--- src/hdl/btm_ram.sv ---
`timescale 1ns / 1ps
module btm_ram #(
    parameter int WIDTH = 32,
    parameter int DEPTH = 64
) (
    input  logic                     i_clk,
    input  logic                     i_we,
    input  logic [$clog2(DEPTH)-1:0] i_waddr,
    input  logic [WIDTH-1:0]         i_wdata,
    input  logic [$clog2(DEPTH)-1:0] i_raddr,
    output logic [WIDTH-1:0]         o_rdata
);
    logic [WIDTH-1:0] r_mem [DEPTH];
    logic [WIDTH-1:0] r_rdata;

    // one write port, registered read
    always_ff @(posedge i_clk) begin
        if (i_we) begin
            r_mem[i_waddr] <= i_wdata;
        end
        r_rdata <= r_mem[i_raddr];
    end
    assign o_rdata = r_rdata;
endmodule
--- config.mk ---
export PLATFORM = sky130hd
export DESIGN_NAME = btm_ram
export DESIGN_NICKNAME = d
export VERILOG_FILES = /design/src/hdl/btm_ram.sv
export SDC_FILE = /design/constraint.sdc
export NUM_CORES = 2
export LEC_CHECK = 0
export ABC_AREA = 0
export BUFFER_PORTS_ARGS = -buffer_cell sky130_fd_sc_hd__buf_2
export CORE_ASPECT_RATIO = 1.25
export CORE_MARGIN = 3
export CORE_UTILIZATION = 67
export DETAILED_ROUTE_END_ITERATION = 10
export HOLD_SLACK_MARGIN = 0.03
export MAX_ROUTING_LAYER = met4
export PLACE_DENSITY = 0.9
export SLEW_MARGIN = 20
export SYNTH_ARGS = -nofsm -noshare
export SYNTH_HDL_FRONTEND = slang
export SYNTH_SLANG_ARGS = --single-unit
--- constraint.sdc ---
create_clock -name i_clk -period 5.96 [get_ports i_clk]
set_input_delay 0.596 -clock i_clk [delete_from_list [all_inputs] [get_ports i_clk]]
set_output_delay 0.596 -clock i_clk [all_outputs]
set_load 0.01 [all_outputs]
======== Word-level counts from Yosys, hierarchy flattened ========
Memories as Yosys holds them, arrays and structs flattened. A register that Yosys moved wholly into a read port is not among the register bits.
Cells that the tools add are included.
word-level totals
  flip-flop bits (word level) ............. 0
  latch bits .............................. 0
  RAM bits ................................ 2048
  bits in read-only memories .............. 0
  input port bits ......................... 46
  output and inout port bits .............. 32
  logic and storage cells ................. 3
  memories ................................ 1
operators by class
  $add $sub $neg .......................... 0
  $mul .................................... 0
  divide/modulo/power cells ............... 0
  $lt $le $gt $ge ......................... 0
  eq/ne operators ......................... 0
  shift-type cells ........................ 0
  multiplexer cells ....................... 2
  bitwise gates (word level) .............. 0
  reductions and logical operators ........ 0
memories
  memory  words  width  rd ports  clocked after Yosys merged registers in  write ports  line  source
  r_mem   64     32     1         1                                        1            13    logic [WIDTH-1:0] r_mem [DEPTH];
operators by type and width
  kind              number
  2-to-1 mux 1 bit  2

======== Depth between registers and ports, before layout ========
  depth after elaboration ................. 2
  gate-level depth with buffers ........... 10
  depth with buffers taken out ............ 5

======== Least setup slack after synthesis ========
OpenSTA, ideal clock, no wires.
  kind .................................... input port to flip-flop
  from .................................... input i_waddr[3]
  to ...................................... memory r_mem[48][0], enable pin
  setup time .............................. 0.461 ns
  data arrival time ....................... 3.295 ns
  setup slack ............................. 2.204 ns
  stages on the path ...................... 4
  path buffers ............................ 1
  cells stage by stage .................... clkbuf_1 nor2b_1 nand4b_1 nor3_1
RTL lines
  element          line  source
  start, declared  8     input logic [$clog2(DEPTH)-1:0] i_waddr,
  end, declared    13
Straight into the memory's write port.

==> flow_summary.yaml <==
die:
  design.die.area_sq_mm: 0.121
  start_util: 0.679
  coreArea_sq_mm: 0.116
  rows: 139
  die_w_um: 312
  die_y_um: 389
  num_io_pins: 78
drt:
  drt-pass1-iter-count: 6
  routed_via_density: 8.05
  vias: 42100
  totalWireLength_um: 242000
  drcViolationCount: 0
  ant_nets: 0
  wl_per_cell_um: 46.2
  drt_iter0_markers: 8688
timing:
  setup_ws_ps: 2150
  period_needed_ps: 3810
  drv_slew: 0
  rsz0062_at_grt: "no"
  hold_ws_ps: 246
  slew_headroom: 0.166
  fin_crit_sh: 0.640
  fmax_mhz: 262
  finClkSkew_ps: 28.2
  tightest_slew_ps: 1250
  report.final.hold_viol_count: 0
  fin_tns_setup_ps: 0
  setup_violations: 0
grt:
  antenna_found_initial: 12
  grt_use_total: 0.421
  gr-total-overflow: 0
  grt_start_max_net_pins: 112
  first_global_vias: 42400
  grt_pass1_wl_um: 337000
finish:
  drive_gt1_frac: 0.288
  fin_cells: 5231
  nNetsFinal: 3552
  area_growth_pct: 11.5
  fin_util: 0.757
power_and_ir_drop:
  pwr_density_cell_mw_per_mm2: 342
  ir_drop_mv: 0.248
  leakage_nw: 27.2
logic_synthesis:
  yosysSeqAreaShare: 0.791
  yosysWarnings: 0
  syn_avg_cell_area_sq_um: 23.6
  muxShareOfSynthArea: 0.168
  synth.top_cells.by_area: "edfxtp_1 78%, mux4_2 16%, mux2i_1 1.2%, dfxtp_1 0.82%, o22ai_1 0.67%"
  synth_top_family_by_area: "multiplexers"
  synth_edf_count: 2048
  synth_top_cell_area_share: 0.783
  synth-xor-area-share: 0
  synth_cell_type_count: 34
  synth-main-ff-cell: "edfxtp_1"
  yosys.area_share.simple: 0.0127
  syn_area_sq_mm: 0.0785
  synthArstFlopShare: 0
  ys_ff_latch: 2080
  synth_compound_area_frac: 0.0167
  netlist_instances: 3324
  yosys.area.top_type: "edfxtp_1"
  synth_adder_area_share: 0
  syn-num-nets: 3370
critical_path:
  endpoint: "o_rdata[11]"
  worstPathMaxFanout: 70
  r2r_start: "r_mem[63][11]"
  cp-startpoint: "i_raddr[0]"
  arrival_ps: 4460
  critPathCaptureType: "flop"
  r2r_cells: 5
  worstSetupPathType: "in -> reg"
  rr_endpoint: "o_rdata[11]"
  r2r_setup_slack_ps: 3470
  cp.required_ps: 6610
  critPathLaunchType: "input port"
clocking:
  cts.reportedPaths.clkPinSlew_ps: 70
  cts_setup_buffers: 0
  cts_resized: 0
  ctsHoldBuffers: 0
  clock_latency_ps: 830
  cts.sinks: 2080
  root_buffer: "clkbuf_16"
  cts_tree: "done"
  cts_buffer_depth: 3
  numCtsBuffers: 181
  htree_levels: 4
run:
  max_cap_violations: 0
run_status:
  status: "complete, no violations"
place:
  dp_cells: 4870
  routabilityCongestion: 0.817
  dp_hpwl_um: 121000
  io_buffer_count: 77
  pre_cts_ws_ps: 1800
hold_path:
  hold_class: "in -> reg"
## sequential cells by signal (all words and copies together), names as in the netlist
signal	cells
o_rdata	32
r_mem	2048
## worst min-delay path by stage
stage	start	to	slack, ps	cells past startpoint
floorplan	r_mem[12][17]	o_rdata[17]	660	4
global placement	r_mem[28][20]	o_rdata[20]	720	4
detailed placement	r_mem[12][4]	o_rdata[4]	770	4
CTS	i_waddr[1]	r_mem[50][19]	450	3
global route	i_wdata[17]	r_mem[58][17]	230	1
finish	i_wdata[17]	r_mem[54][17]	250	1
## metal layers
layer / global-route usage / vias to the layer above / share of wire
met2: 0.634 / 4996 / 0.48
met1: 0.514 / 21200 / 0.30
met5: - / - / 0
met3: 0.116 / 1235 / 0.14
met4: 0.263 / 0 / 0.083
li1: - / 14600 / -
## power breakdown
part           total [W]  internal (W)  switching [W]
Sequential        0.0163        0.0162      0.0000963
Combinational    0.00153      0.000537       0.000991
Clock             0.0121       0.00663        0.00549
## placed cells by master, fill, tap and decap left out, types with 25 or more instances in the layout
cell type and instances:
a21oi_1 62, clkinv_2 29, buf_2 43, buf_4 118, o22ai_1 84, mux4_2 544
clkbuf_1 52, nor2_4 62, mux2i_1 93, nor2_1 74, clkinv_1 30, dfxtp_1 32
edfxtp_1 2048, clkbuf_16 186, o221ai_1 27, nand2_1 25
## kinds of logic after synthesis
logic type / after synthesis
buffers and inverters: 182
DFF: 2080
AOI/OAI and AO/OA: 202
muxes: 637
and+or+nand+nor: 223
## through the flow
step / instance area, sq um / total power, W
finish: 87500 / 0.0299
global route: 87500 / 0.0304
CTS: 87300 / 0.0299
detailed placement: 81400 / 0.0180
global placement: 81400 / 0.0179
floorplan: 78500 / 0.0173
## worst max-delay path, stage by stage
cell and delay (ps):
buf_8 650, buf_4 550, nand3b_1 860, o221ai_1 570
a21oi_1 110, a21oi_1 890, nor2_1 100
## area by class of cell
cell class                      count  area [sq um]
Sequential cell                  2080         62100
Fill cell                        5144         28100
Multi-Input combinational cell   1062         16000
Clock buffer                      245          4950
Tap cell                         1551          1940
Timing Repair Buffer              181          1500
Clock inverter                     92           961
Antenna cell                       20          50.0
## Yosys cell counts, types with 7 or more instances
| library cell | number |
|---|---|
| nand2b_1 | 8 |
| mux2i_1 | 93 |
| buf_4 | 25 |
| mux4_2 | 544 |
| a22oi_1 | 12 |
| nor3_1 | 7 |
| buf_1 | 21 |
| o22ai_1 | 84 |
| nand2_1 | 26 |
| buf_2 | 57 |
| o221ai_1 | 27 |
| clkbuf_1 | 74 |
| nor2_1 | 137 |
| edfxtp_1 | 2048 |
| a311oi_1 | 8 |
| a21oi_1 | 62 |
| dfxtp_1 | 32 |
| nor2b_1 | 15 |
Note: power is estimated with default switching activity, not from simulation.
